--- src/design/assert_macros.svh ---
// Assertion macros for the glyph framebuffer renderer RTL.
`ifndef ASSERT_MACROS_SVH
`define ASSERT_MACROS_SVH

`ifndef SYNTHESIS

// Check a property on every clock edge outside reset.
`define GFR_ASSERT(lbl, clk, rst_n, prop) \
    lbl: assert property (@(posedge clk) disable iff (!rst_n) (prop)) \
        else $error("gfr assertion failed");

// Check that a condition is followed by another in the next cycle.
`define GFR_ASSERT_NEXT(lbl, clk, rst_n, ante, cons) \
    lbl: assert property (@(posedge clk) disable iff (!rst_n) (ante) |=> (cons)) \
        else $error("gfr sequence assertion failed");

`else

`define GFR_ASSERT(lbl, clk, rst_n, prop)
`define GFR_ASSERT_NEXT(lbl, clk, rst_n, ante, cons)

`endif

`endif

--- src/design/gfr_pkg.sv ---
// Shared types, codes and constants of the glyph framebuffer renderer.
package gfr_pkg;

    // Default geometry
    localparam int DEF_SCREEN_WIDTH  = 128;
    localparam int DEF_SCREEN_HEIGHT = 64;
    localparam int DEF_GLYPH_DEPTH   = 2048;

    // Width used for address arithmetic (covers the largest frame and glyph index)
    localparam int CALC_W = 14;
    // Width of a glyph word index: (126 - 32) * 31 + 30 fits in 12 bits
    localparam int GIDX_W = 12;

    // Printable character range
    localparam logic [7:0] FIRST_PRINT = 8'd32;
    localparam logic [7:0] LAST_PRINT  = 8'd126;

    // Function codes
    localparam logic [2:0] FUNC_DRAW   = 3'd0;
    localparam logic [2:0] FUNC_SETCUR = 3'd1;
    localparam logic [2:0] FUNC_CHAR   = 3'd2;
    localparam logic [2:0] FUNC_CLEAR  = 3'd3;
    localparam logic [2:0] FUNC_FILL   = 3'd4;
    localparam logic [2:0] FUNC_LOAD   = 3'd5;
    localparam logic [2:0] FUNC_READ   = 3'd6;

    // Configuration register indexes
    localparam logic REG_GLYPH_WIDTH  = 1'b0;
    localparam logic REG_GLYPH_HEIGHT = 1'b1;

    // Reset values of the configuration registers
    localparam logic [4:0] RST_GLYPH_WIDTH  = 5'd7;
    localparam logic [4:0] RST_GLYPH_HEIGHT = 5'd10;

    // Frame memory address source
    typedef enum logic [1:0] {
        ASEL_PIX,
        ASEL_CHAR,
        ASEL_SWEEP,
        ASEL_BYTE
    } asel_t;

    // Commands from the controller to the datapath
    typedef struct packed {
        logic  capture;
        logic  decode;
        logic  fb_rd;
        logic  fb_wr;
        asel_t addr_sel;
        logic  fill_ones;
        logic  gl_rd;
        logic  gl_wr;
        logic  char_init;
        logic  row_next;
        logic  col_inc;
        logic  sweep_clr;
        logic  sweep_inc;
        logic  cur_set;
        logic  cur_adv;
        logic  out_load;
    } dp_cmd_t;

    // Status from the datapath to the controller
    typedef struct packed {
        logic [2:0] func;
        logic       on_screen;
        logic       char_ok;
        logic       dim_zero;
        logic       j_last;
        logic       i_last;
        logic       font_ok;
        logic       sweep_last;
    } dp_status_t;

endpackage

--- src/design/gfr_ctrl.sv ---
// Controller: state machine that sequences each function through the datapath.
`include "assert_macros.svh"

module gfr_ctrl (
    input  logic                clk,
    input  logic                rst_n,
    input  logic                s_tvalid,
    output logic                s_tready,
    output logic                m_tvalid,
    input  logic                m_tready,
    input  gfr_pkg::dp_status_t status,
    output gfr_pkg::dp_cmd_t    cmd
);
    import gfr_pkg::*;

    localparam logic [3:0] ST_INIT   = 4'd0;
    localparam logic [3:0] ST_IDLE   = 4'd1;
    localparam logic [3:0] ST_DECODE = 4'd2;
    localparam logic [3:0] ST_PIX_WR = 4'd3;
    localparam logic [3:0] ST_CH_GRD = 4'd4;
    localparam logic [3:0] ST_CH_FRD = 4'd5;
    localparam logic [3:0] ST_CH_FWR = 4'd6;
    localparam logic [3:0] ST_SWEEP  = 4'd7;
    localparam logic [3:0] ST_DONE   = 4'd8;

    logic [3:0] state_reg;
    logic [3:0] state_next;
    logic       out_valid_reg;

    // Next state and commands
    always_comb
    begin
        cmd          = '0;
        cmd.addr_sel = ASEL_PIX;
        state_next   = state_reg;
        unique case (state_reg)
            ST_INIT:
            begin
                cmd.fb_wr     = 1'b1;
                cmd.addr_sel  = ASEL_SWEEP;
                cmd.sweep_inc = 1'b1;
                if (status.sweep_last)
                begin
                    state_next = ST_IDLE;
                end
            end
            ST_IDLE:
            begin
                if (s_tvalid)
                begin
                    cmd.capture = 1'b1;
                    state_next  = ST_DECODE;
                end
            end
            ST_DECODE:
            begin
                cmd.decode = 1'b1;
                state_next = ST_DONE;
                unique case (status.func)
                    FUNC_DRAW:
                    begin
                        if (status.on_screen)
                        begin
                            cmd.fb_rd  = 1'b1;
                            state_next = ST_PIX_WR;
                        end
                    end
                    FUNC_SETCUR:
                    begin
                        cmd.cur_set = 1'b1;
                    end
                    FUNC_CHAR:
                    begin
                        if (status.char_ok && status.dim_zero)
                        begin
                            cmd.cur_adv = 1'b1;
                        end
                        else if (status.char_ok)
                        begin
                            cmd.char_init = 1'b1;
                            state_next    = ST_CH_GRD;
                        end
                    end
                    FUNC_CLEAR, FUNC_FILL:
                    begin
                        cmd.sweep_clr = 1'b1;
                        state_next    = ST_SWEEP;
                    end
                    FUNC_LOAD:
                    begin
                        cmd.gl_wr = status.font_ok;
                    end
                    FUNC_READ:
                    begin
                        cmd.fb_rd    = 1'b1;
                        cmd.addr_sel = ASEL_BYTE;
                    end
                    default:
                    begin
                        state_next = ST_DONE;
                    end
                endcase
            end
            ST_PIX_WR:
            begin
                cmd.fb_wr  = 1'b1;
                state_next = ST_DONE;
            end
            ST_CH_GRD:
            begin
                cmd.gl_rd    = 1'b1;
                cmd.fb_rd    = 1'b1;
                cmd.addr_sel = ASEL_CHAR;
                state_next   = ST_CH_FWR;
            end
            ST_CH_FRD:
            begin
                cmd.fb_rd    = 1'b1;
                cmd.addr_sel = ASEL_CHAR;
                state_next   = ST_CH_FWR;
            end
            ST_CH_FWR:
            begin
                cmd.fb_wr    = 1'b1;
                cmd.addr_sel = ASEL_CHAR;
                if (status.j_last && status.i_last)
                begin
                    cmd.cur_adv = 1'b1;
                    state_next  = ST_DONE;
                end
                else if (status.j_last)
                begin
                    cmd.row_next = 1'b1;
                    state_next   = ST_CH_GRD;
                end
                else
                begin
                    cmd.col_inc = 1'b1;
                    state_next  = ST_CH_FRD;
                end
            end
            ST_SWEEP:
            begin
                cmd.fb_wr     = 1'b1;
                cmd.addr_sel  = ASEL_SWEEP;
                cmd.fill_ones = status.func == FUNC_FILL;
                cmd.sweep_inc = 1'b1;
                if (status.sweep_last)
                begin
                    state_next = ST_DONE;
                end
            end
            ST_DONE:
            begin
                if (!out_valid_reg || m_tready)
                begin
                    cmd.out_load = 1'b1;
                    state_next   = ST_IDLE;
                end
            end
            default:
            begin
                state_next = ST_IDLE;
            end
        endcase
    end

    // State register and result valid flag
    always_ff @(posedge clk or negedge rst_n)
    begin
        if (!rst_n)
        begin
            state_reg     <= ST_INIT;
            out_valid_reg <= 1'b0;
        end
        else
        begin
            state_reg <= state_next;
            if (cmd.out_load)
            begin
                out_valid_reg <= 1'b1;
            end
            else if (m_tready)
            begin
                out_valid_reg <= 1'b0;
            end
        end
    end

    assign s_tready = state_reg == ST_IDLE;
    assign m_tvalid = out_valid_reg;

    // An accepted word is decoded in the next cycle
    `GFR_ASSERT_NEXT(a_accept_decode, clk, rst_n, s_tvalid && s_tready, state_reg == ST_DECODE)
    // Never overwrite a result word that is still waiting
    `GFR_ASSERT(a_no_overwrite, clk, rst_n, !(cmd.out_load && out_valid_reg && !m_tready))
    // The single frame port never reads and writes in the same cycle
    `GFR_ASSERT(a_rd_wr_excl, clk, rst_n, !(cmd.fb_rd && cmd.fb_wr))
    // A glyph pixel write always follows the read of its byte
    `GFR_ASSERT(a_fwr_after_rd, clk, rst_n, (state_reg == ST_CH_FWR) |-> ($past(state_reg) == ST_CH_FRD || $past(state_reg) == ST_CH_GRD))

endmodule

--- config.mk ---
export PLATFORM = sky130hd
export DESIGN_NAME = gfr_ctrl
export DESIGN_NICKNAME = d
export VERILOG_FILES = /design/src/design/gfr_pkg.sv /design/src/design/gfr_ctrl.sv
export VERILOG_INCLUDE_DIRS = /design/src /design/src/design
export SDC_FILE = /design/constraint.sdc
export NUM_CORES = 1
export LEC_CHECK = 0
export BUFFER_PORTS_ARGS = -buffer_cell sky130_fd_sc_hd__buf_2
export CAP_MARGIN = 20
export CORE_MARGIN = 5
export CORE_UTILIZATION = 42
export DETAILED_ROUTE_END_ITERATION = 10
export GPL_TIMING_DRIVEN = 0
export PLACE_DENSITY = 0.8
export SLEW_MARGIN = 20
export SYNTH_ARGS = -nofsm -noshare
export SYNTH_HDL_FRONTEND = slang
export SYNTH_SLANG_ARGS = --single-unit
--- constraint.sdc ---
create_clock -name clk -period 1.8 [get_ports clk]
set_input_delay 0.18 -clock clk [delete_from_list [all_inputs] [get_ports clk]]
set_output_delay 0.18 -clock clk [all_outputs]
set_load 0.005 [all_outputs]
# Word level (Yosys, flattened, before mapping)
# Index checks and enable logic that the tools add are counted.
[totals]
reg_bits = 5
in_bits = 14
wordCells = 77
[op_classes]
eq_ne = 18
muxes = 44
n_reduce_logical = 13
[op_table]
columns = ["operator", "n"]
rows = [
  ["4-bit 2-to-1 mux", 8],
  ["4-bit one-hot mux with 8 select lines", 1],
  ["1-bit 2-to-1 mux", 26],
  ["4-bit by 3-bit == test with 1-bit output (second input constant)", 4],
  ["4-bit one-hot mux with 3 select lines", 1],
  ["3-bit == test (second input constant)", 3],
  ["4-bit by 2-bit == test with 1-bit output (second input constant)", 2],
  ["2-bit 2-to-1 mux", 4],
  ["2-bit != test (second input constant)", 4],
  ["3-bit by 2-bit == test with 1-bit output (second input constant)", 2],
  ["1-bit one-hot mux with 2 select lines", 3],
  ["2-bit one-hot mux with 3 select lines", 1],
  ["2-bit OR reduction", 3],
  ["4-bit by 1-bit == test with 1-bit output (second input constant)", 1],
  ["4-bit == test (second input constant)", 1],
  ["4-bit logical NOT", 1],
  ["4-bit AND reduction", 1],
  ["4-bit OR reduction", 1],
  ["3-bit by 1-bit == test with 1-bit output (second input constant)", 1],
  ["3-bit logical NOT", 1],
  ["3-bit OR reduction", 1],
  ["1-bit logical AND", 2],
  ["2-bit nonzero test", 1],
  ["1-bit logical NOT", 1],
  ["1-bit logical OR", 1],
]

# Longest topological paths before layout
# Gate-level depths: netlist (run 1).
[depth]
word_depth = 5
ltp_mapped = 5
depth_no_buf = 4

# Worst setup path before layout (run 1)
# OpenSTA, ideal clock, no wires.
[synth_path]
kind = "reg-to-output"
startpoint = "register state_reg[0]"
endpoint = "output cmd[12] (netlist bit)"
arrival_ns = 1.338
required_time_ns = 1.620
slack_ns = 0.282
path_stages_with_launch = 5
n_path_buf = 1
path_cell_list = "dfrtp_1 buf_2 or3_2 a21oi_1 nand2b_1"
[synth_rtl]
columns = ["item", "line_no", "rtl"]
rows = [
  ["start: declaration", "gfr_ctrl.sv:26", "logic [3:0] state_reg;"],
  ["start signal: assignment", "gfr_ctrl.sv:178", "state_reg <= state_next;"],
  ["end: declaration", "gfr_ctrl.sv:12", "output gfr_pkg::dp_cmd_t cmd"],
]

==> metrics.txt, run 1 <==
# TYPE chip_impl_metric gauge
chip_impl_metric{name="synth.ff_latch_count",unit=""} 5
chip_impl_metric{name="p_per_area",unit="nW/um^2"} 1330
chip_impl_metric{name="start_util",unit="%"} 44.4
chip_impl_info{name="hold_path_class",value="primary input to flip-flop"} 1
chip_impl_metric{name="post_syn_nets",unit=""} 88
chip_impl_metric{name="max_h_tree_level",unit=""} 1
chip_impl_metric{name="global_route_wire_length_before_repair",unit="um"} 2980
chip_impl_info{name="synth_top_flop_cell",value="dfrtp_1"} 1
chip_impl_metric{name="synth_edf_count",unit=""} 0
chip_impl_metric{name="synth_compound_area_share",unit="%"} 21.2
chip_impl_metric{name="largest_register_ff_count",unit=""} 4
chip_impl_info{name="grt_setup_unrepaired",value="yes"} 1
chip_impl_info{name="run_status",value="finished with violations"} 1
chip_impl_metric{name="placed_cell_area",unit="um^2"} 752
chip_impl_metric{name="hpwl",unit="um"} 1390
chip_impl_metric{name="adder_cell_area_share_of_the_yosys_netlist",unit="%"} 0
chip_impl_metric{name="remaining_drc_errors",unit=""} 0
chip_impl_metric{name="cts-root-to-sink-buffers",unit=""} 2
chip_impl_info{name="rr_endpoint",value="state_reg[2]"} 1
chip_impl_metric{name="rrSetupSlack",unit="ns"} 0.22
chip_impl_metric{name="clock_skew",unit="ns"} 0.000761
chip_impl_metric{name="num-nets-final",unit=""} 129
chip_impl_metric{name="filler_cell_count",unit=""} 126
chip_impl_metric{name="clock_insertion_delay_worst_skew",unit="ns"} 0.24
chip_impl_metric{name="area.growth.synth_to_final",unit="%"} 48.9
chip_impl_info{name="cts_tree",value="built"} 1
chip_impl_metric{name="post_synth_xor_area_fraction",unit="%"} 0
chip_impl_metric{name="setup_viol",unit=""} 1
chip_impl_metric{name="worst-r2r-cell-count",unit=""} 5
chip_impl_metric{name="floorplan_die_height",unit="um"} 47.1
chip_impl_metric{name="seqCellArea",unit="um^2"} 125
chip_impl_metric{name="cp_max_fo",unit=""} 10
chip_impl_info{name="root_buffer",value="clkbuf_4"} 1
chip_impl_metric{name="globalplace.congestion",unit=""} 0.756
chip_impl_metric{name="postLayoutCellArea",unit="um^2"} 861
chip_impl_metric{name="timing.critical_path.arrival",unit="ns"} 1.62
chip_impl_metric{name="post-route-period-util",unit="%"} 100
chip_impl_metric{name="max-cap-violations",unit=""} 0
chip_impl_metric{name="yosys_warnings",unit=""} 0
chip_impl_info{name="timing_worst_setup_path_type",value="flip-flop to output pin"} 1
chip_impl_metric{name="yosys-mux-area-fraction",unit="%"} 0
chip_impl_metric{name="slew-limit-headroom",unit="%"} 71.2
chip_impl_metric{name="multi_input_area",unit="um^2"} 443
chip_impl_info{name="timing.critical_path.from",value="state_reg[0]"} 1
chip_impl_metric{name="grt.overflow.total",unit=""} 0
chip_impl_metric{name="design_power_total",unit="uW"} 1150
chip_impl_metric{name="final_period_minus_worst_setup_slack",unit="ns"} 1.80
chip_impl_info{name="sort_of_element_at_the_end_of_the_critical_path",value="output pin"} 1
chip_impl_metric{name="via_per_inst",unit=""} 5.50
chip_impl_info{name="setup.worst_path.end",value="cmd[12]"} 1
chip_impl_metric{name="leakagePower",unit="uW"} 0.000425
chip_impl_metric{name="instances_no_fill",unit=""} 129
chip_impl_metric{name="n_antenna_cell",unit=""} 0
chip_impl_metric{name="wl_per_cell",unit="um"} 14.2
chip_impl_metric{name="die_w",unit="um"} 47.1
chip_impl_metric{name="number_of_buffers_inserted_by_port_buffering",unit=""} 31
chip_impl_metric{name="crit_required",unit="ns"} 1.62
chip_impl_metric{name="cts.sink_count",unit=""} 5
chip_impl_metric{name="ir_drop_worst_vdd",unit="uV"} 535
chip_impl_info{name="timing.rr.start",value="state_reg[2]"} 1
chip_impl_metric{name="placedCellCount",unit=""} 120
chip_impl_metric{name="timing_hold_violations_final",unit=""} 0
chip_impl_metric{name="syn-cell-area",unit="um^2"} 578
chip_impl_metric{name="yosysSeqAreaShare",unit="%"} 21.6
chip_impl_metric{name="cts_made_buffers",unit=""} 3
chip_impl_metric{name="fmax",unit="GHz"} 0.555
chip_impl_metric{name="drtAntennaViolNets",unit=""} 0
chip_impl_metric{name="track_usage",unit="%"} 18.6
chip_impl_metric{name="postRouteWirelength",unit="um"} 1830
chip_impl_metric{name="number_of_global_route_vias_before_repair",unit=""} 711
chip_impl_metric{name="post_synth.cell_area_avg",unit="um^2"} 7.81
chip_impl_metric{name="path_clk_slew",unit="ns"} 0.04
chip_impl_metric{name="drtPass1Iterations",unit=""} 4
chip_impl_metric{name="ys_async_rst_share",unit="%"} 100
chip_impl_metric{name="std_cell_rows",unit=""} 13
chip_impl_metric{name="netlist-cell-type-count",unit=""} 35
chip_impl_metric{name="floorplan.die_area",unit="um^2"} 2220
chip_impl_metric{name="initialDrtViolationCount",unit=""} 10
chip_impl_metric{name="preCtsSetupSlack",unit="ns"} 0.0894
chip_impl_metric{name="share_of_layout_cells_above_drive_strength_1",unit="%"} 50.0
chip_impl_info{name="critPathLaunchType",value="flip-flop"} 1
chip_impl_metric{name="grt_max_degree",unit=""} 11
chip_impl_metric{name="ioPinCount",unit=""} 33
chip_impl_metric{name="floorplan.core_area",unit="um^2"} 1300
chip_impl_metric{name="worst_pin_slew",unit="ns"} 0.428
chip_impl_metric{name="post_synth_and_or_nand_nor_area_fraction",unit="%"} 50.9
chip_impl_metric{name="routed-via-count",unit=""} 709
chip_impl_metric{name="antenna_violations_before_repair",unit=""} 0
chip_impl_info{name="synth_top_family_by_area",value="simple AND/OR/NAND/NOR gates"} 1
chip_impl_metric{name="synthesis.instances",unit=""} 74
chip_impl_metric{name="final_number_of_max_transition_violations",unit=""} 0
chip_impl_info{name="violations",value="setup timing"} 1
chip_impl_metric{name="setup_slack",unit="ns"} -0.00210
where the power goes:
| group | switching (uW) | leakage (uW) | internal (uW) |
|---|---|---|---|
| clock network | 47.0 | 0.0000150 | 83.9 |
| registers | 30.5 | 0.0000659 | 157 |
| logic | 401 | 0.000344 | 425 |
kinds of logic after synthesis:
logic type             count (synthesis)
DFF                                    5
and+or+nand+nor                       44
AOI/OAI and AO/OA                     19
buffers and inverters                  6
cell usage in the layout, fill, tap and decap left out, types with 2 or more instances in the layout:
cell,netlist,final
a21oi_1,5,4
a31oi_1,2,2
and2_1,2,2
buf_2,2,30
buf_4,1,6
buf_6,1,3
clkbuf_4,0,3
dfrtp_1,5,5
nand2_1,3,3
nand2b_1,4,4
nand3_1,4,3
nand3b_1,2,2
nor2_1,8,8
nor2b_1,5,5
nor3_1,2,2
nor3b_1,3,3
o21ai_0,5,4
o22ai_1,2,2
synthesized netlist by cell type (2+ instances only):
cell type / count / area, um^2
dfrtp_1: 5 / 125
buf_2: 2 / 10.0
o22ai_1: 2 / 12.5
nor2_1: 8 / 30.0
nor2b_1: 5 / 31.3
o21ai_0: 5 / 25.0
a31oi_1: 2 / 12.5
nor3b_1: 3 / 22.5
a21oi_1: 5 / 25.0
nand3_1: 4 / 20.0
and2_1: 2 / 12.5
nand2b_1: 4 / 25.0
nand2_1: 3 / 11.3
nand3b_1: 2 / 15.0
nor3_1: 2 / 10.0
worst max-delay path, stage by stage, from the launching register on:
cell and delay (ns):
dfrtp_1 0.39, buf_4 0.18, or3_4 0.39, a21oi_2 0.19
nand2b_1 0.12, buf_2 0.11
area by class of cell:
cell class / count / share of cell area (%)
Clock buffer: 4 / 3.05
Multi-Input combinational cell: 63 / 51.5
Timing Repair Buffer: 36 / 23.4
Tap cell: 15 / 2.18
Buffer: 5 / 4.94
Inverter: 1 / 0.436
Sequential cell: 5 / 14.5
per-stage QoR:
step                utilization (%)  hold WS, ns  TNS (ns)
floorplan                         -       -0.116         0
global placement               57.8     -0.00643         0
detailed placement             57.8    -0.000747         0
CTS                            62.2        0.185         0
global route                   66.2        0.193   -0.0976
finish                         66.2        0.192  -0.00210
routing by layer:
| metal | vias up | GRT usage, % | share of wire (%) |
|---|---|---|---|
| li1 | 349 | - | - |
| met4 | 0 | 11.0 | 1.6 |
| met3 | 4 | 2.68 | 7.1 |
| met1 | 326 | 22.5 | 42 |
| met2 | 30 | 31.2 | 50 |
| met5 | - | 0 | 0 |
worst min-delay path by stage:
stage / start / end / slack, ns / cells past startpoint
finish: status[0] / state_reg[1] / 0.19 / 2
global route: status[0] / state_reg[1] / 0.19 / 2
floorplan: rst_n / m_tvalid / -0.12 / 0
global placement: rst_n / state_reg[1] / -0.006 / 1
detailed placement: rst_n / state_reg[1] / -0.0007 / 1
CTS: status[0] / state_reg[1] / 0.18 / 2
timing repair:
action	4_1_cts	5_1_grt
gates cloned	0	0
resized for setup	5	8
endpoints found under the setup margin	6	9
hold buffers	1	0
endpoints found under the hold margin	5	0
setup buffers	1	3
pin swaps	2	0
No activity file was read; power rests on OpenSTA's default activity.
==> run 2, diff against run 1 <==
- RECOVER_POWER: not set -> 100
==> run 2 against run 1 <==
Against the previous run: the flow still finishes with violations (setup timing); largest cell class unchanged; final cell count is the same; clock power barely moved; flip-flop and latch count unchanged; routed wire length about the same; highest routed layer unchanged; critical endpoint unchanged.
==> metrics.txt, run 2 (synthesized netlist as in run 1, its figures left out) <==
# TYPE chip_impl_metric gauge
chip_impl_metric{name="global_route_wire_length_before_repair",unit="um"} 2980
chip_impl_metric{name="num-nets-final",unit=""} 129
chip_impl_metric{name="clock_insertion_delay_worst_skew",unit="ns"} 0.24
chip_impl_metric{name="routed-via-count",unit=""} 709
chip_impl_metric{name="ioPinCount",unit=""} 33
chip_impl_metric{name="drtAntennaViolNets",unit=""} 0
chip_impl_metric{name="critical_path_buf_inv_count",unit=""} 2
chip_impl_metric{name="final_period_minus_worst_setup_slack",unit="ns"} 1.80
chip_impl_info{name="whs_endpoint",value="state_reg[1]"} 1
chip_impl_metric{name="worstHoldPathCells",unit=""} 2
chip_impl_metric{name="rrSetupSlack",unit="ns"} 0.22
chip_impl_info{name="root_buffer",value="clkbuf_4"} 1
chip_impl_info{name="grt_setup_unrepaired",value="yes"} 1
chip_impl_metric{name="final_core_util",unit="%"} 66.0
chip_impl_metric{name="start_util",unit="%"} 44.4
chip_impl_metric{name="setup_viol",unit=""} 1
chip_impl_info{name="hold_path_class",value="primary input to flip-flop"} 1
chip_impl_metric{name="fmax",unit="GHz"} 0.555
chip_impl_metric{name="setup_slack",unit="ns"} -0.00210
chip_impl_metric{name="number_of_global_route_vias_before_repair",unit=""} 711
chip_impl_metric{name="antenna_violations_before_repair",unit=""} 0
chip_impl_metric{name="number_of_buffers_inserted_by_port_buffering",unit=""} 31
chip_impl_metric{name="wl_per_cell",unit="um"} 14.1
chip_impl_metric{name="cts-root-to-sink-buffers",unit=""} 2
chip_impl_info{name="cts_tree",value="built"} 1
chip_impl_info{name="worst_hold_startpoint",value="status[0]"} 1
chip_impl_metric{name="largest_register_ff_count",unit=""} 4
chip_impl_metric{name="initialDrtViolationCount",unit=""} 10
chip_impl_info{name="critical-path-slowest-cell",value="dfrtp_1"} 1
chip_impl_metric{name="power_frac_clock",unit="%"} 11.4
chip_impl_metric{name="via_per_inst",unit=""} 5.50
chip_impl_metric{name="cts.sink_count",unit=""} 5
chip_impl_metric{name="leakagePower",unit="uW"} 0.000418
chip_impl_metric{name="p_sw_share",unit="%"} 41.9
chip_impl_metric{name="p_switching",unit="uW"} 479
chip_impl_metric{name="cts_made_buffers",unit=""} 3
chip_impl_metric{name="timing.critical_path.arrival",unit="ns"} 1.62
chip_impl_info{name="mostFrequentLayoutCells",value="buf_2 (28), nor2_1 (8), buf_4 (6), nor2b_1 (5), dfrtp_1 (5)"} 1
chip_impl_metric{name="timing_hold_violations_final",unit=""} 0
chip_impl_metric{name="gr-usage-met1",unit="%"} 22.5
chip_impl_metric{name="cpPeakStageDelay",unit="ns"} 0.39
chip_impl_metric{name="globalplace.congestion",unit=""} 0.756
chip_impl_info{name="timing.rr.start",value="state_reg[2]"} 1
chip_impl_info{name="violations",value="setup timing"} 1
chip_impl_metric{name="globalRouteMet3Util",unit="%"} 2.68
chip_impl_metric{name="floorplan.die_area",unit="um^2"} 2220
chip_impl_metric{name="die_w",unit="um"} 47.1
chip_impl_metric{name="share_of_layout_cells_above_drive_strength_1",unit="%"} 48.2
chip_impl_metric{name="crit_required",unit="ns"} 1.62
chip_impl_metric{name="max_h_tree_level",unit=""} 1
chip_impl_metric{name="hpwl",unit="um"} 1390
chip_impl_info{name="rr_endpoint",value="state_reg[2]"} 1
chip_impl_info{name="critPathLaunchType",value="flip-flop"} 1
chip_impl_metric{name="path_clk_slew",unit="ns"} 0.04
chip_impl_metric{name="p_int",unit="uW"} 665
chip_impl_info{name="worstPathCellList",value="buf_4 -> or3_4 -> a21oi_2 -> nand2b_1 -> buf_2"} 1
chip_impl_metric{name="worst-r2r-cell-count",unit=""} 5
chip_impl_metric{name="drtPass1Iterations",unit=""} 4
chip_impl_metric{name="postRouteWirelength",unit="um"} 1830
chip_impl_info{name="mostFrequentLayoutCell",value="buf_2"} 1
chip_impl_metric{name="max-cap-violations",unit=""} 0
chip_impl_metric{name="post-route-period-util",unit="%"} 100
chip_impl_info{name="sort_of_element_at_the_end_of_the_critical_path",value="output pin"} 1
chip_impl_metric{name="power.share.sequential",unit="%"} 16.4
chip_impl_metric{name="worst_pin_slew",unit="ns"} 0.428
chip_impl_metric{name="final_number_of_max_transition_violations",unit=""} 0
chip_impl_metric{name="track_usage",unit="%"} 18.6
chip_impl_metric{name="cp_max_fo",unit=""} 10
chip_impl_metric{name="slew-limit-headroom",unit="%"} 71.2
chip_impl_metric{name="remaining_drc_errors",unit=""} 0
chip_impl_metric{name="finalHoldWorstSlack",unit="ns"} 0.192
chip_impl_info{name="globalRoute.busiestLayer",value="met2"} 1
chip_impl_metric{name="grt.overflow.total",unit=""} 0
chip_impl_metric{name="p_per_area",unit="nW/um^2"} 1330
chip_impl_metric{name="floorplan_die_height",unit="um"} 47.1
chip_impl_metric{name="grt_max_degree",unit=""} 11
chip_impl_metric{name="floorplan.core_area",unit="um^2"} 1300
chip_impl_metric{name="clock_skew",unit="ns"} 0.000761
chip_impl_metric{name="std_cell_rows",unit=""} 13
chip_impl_metric{name="grt_met2_use",unit="%"} 31.2
chip_impl_info{name="run_status",value="finished with violations"} 1
chip_impl_metric{name="n_antenna_cell",unit=""} 0
chip_impl_info{name="cp_top_family",value="simple AND/OR/NAND/NOR gates"} 1
chip_impl_metric{name="combPwrFrac",unit="%"} 72.1
chip_impl_metric{name="ir_drop_worst_vdd",unit="uV"} 535
chip_impl_metric{name="area.growth.synth_to_final",unit="%"} 48.5
chip_impl_info{name="timing_worst_setup_path_type",value="flip-flop to output pin"} 1
## run 2: changes by cell type in the layout (fill, tap and decap cells not counted)
| cell | previous run | this run |
|---|---|---|
| buf_2 | 30 | 28 |
| clkbuf_1 | 1 | 3 |
## run 2: final cells by class
class / count / area, um^2
clock buffers: 4 / 26.3
multi-input cells: 63 / 443
fillers: 128 / 443
plain buffers: 5 / 42.5
inverters: 1 / 3.75
well taps: 15 / 18.8
repair buffers: 36 / 199
flip-flops and latches: 5 / 125
## run 2: per-layer routing
metal / wire length, um / part of all wire (%)
met3: 129 / 7.1
met2: 904 / 50
met5: 0 / 0
met1: 761 / 42
met4: 29 / 1.6
## run 2: metrics by stage
stage / setup TNS, ns / total power (uW) / cells / setup slack (ns) / instance area, um^2
after global placement: 0 / 866 / 120 / 0.119 / 752
after CTS: 0 / 1070 / 126 / 0.0119 / 810
after global routing: -0.0976 / 1230 / 129 / -0.0437 / 858
after detailed placement: 0 / 884 / 120 / 0.0894 / 752
final: -0.00210 / 1140 / 129 / -0.00210 / 858
after floorplan: 0 / 648 / 74 / 0.282 / 578
## run 2: worst max-delay path by stage
| stage | startpoint | end | slack [ns] | cells after the start |
|---|---|---|---|---|
| after floorplan | state_reg[0] | cmd[12] | 0.28 | 4 |
| after global placement | state_reg[2] | cmd[7] | 0.12 | 5 |
| after detailed placement | state_reg[2] | cmd[7] | 0.09 | 5 |
| after CTS | state_reg[0] | cmd[12] | 0.01 | 5 |
| after global routing | state_reg[0] | cmd[12] | -0.04 | 5 |
| final | state_reg[0] | cmd[12] | -0.002 | 5 |
## run 2: timing repair
item | 4_1_cts | 5_1_grt
setup buffers | 1 | 3
hold endpoints to repair | 5 | 0
hold buffers | 1 | 0
endpoints found under the setup margin | 6 | 9
pin swaps | 2 | 0
resized for setup | 5 | 8
## run 2: power groups by stage
stage	Combinational (uW)	Sequential [uW]	Clock, uW
finish	825	188	131
floorplan	462	185	0
global route	895	197	142
global placement	679	187	0
CTS	751	188	134
detailed placement	696	189	0
## run 2: worst reg2reg max path, stage by stage (launching register included)
cell     delay (ns)
dfrtp_1        0.33
buf_6          0.14
nor4b_4        0.06
and2b_4        0.19
and4b_4        0.20
or4_4          0.53
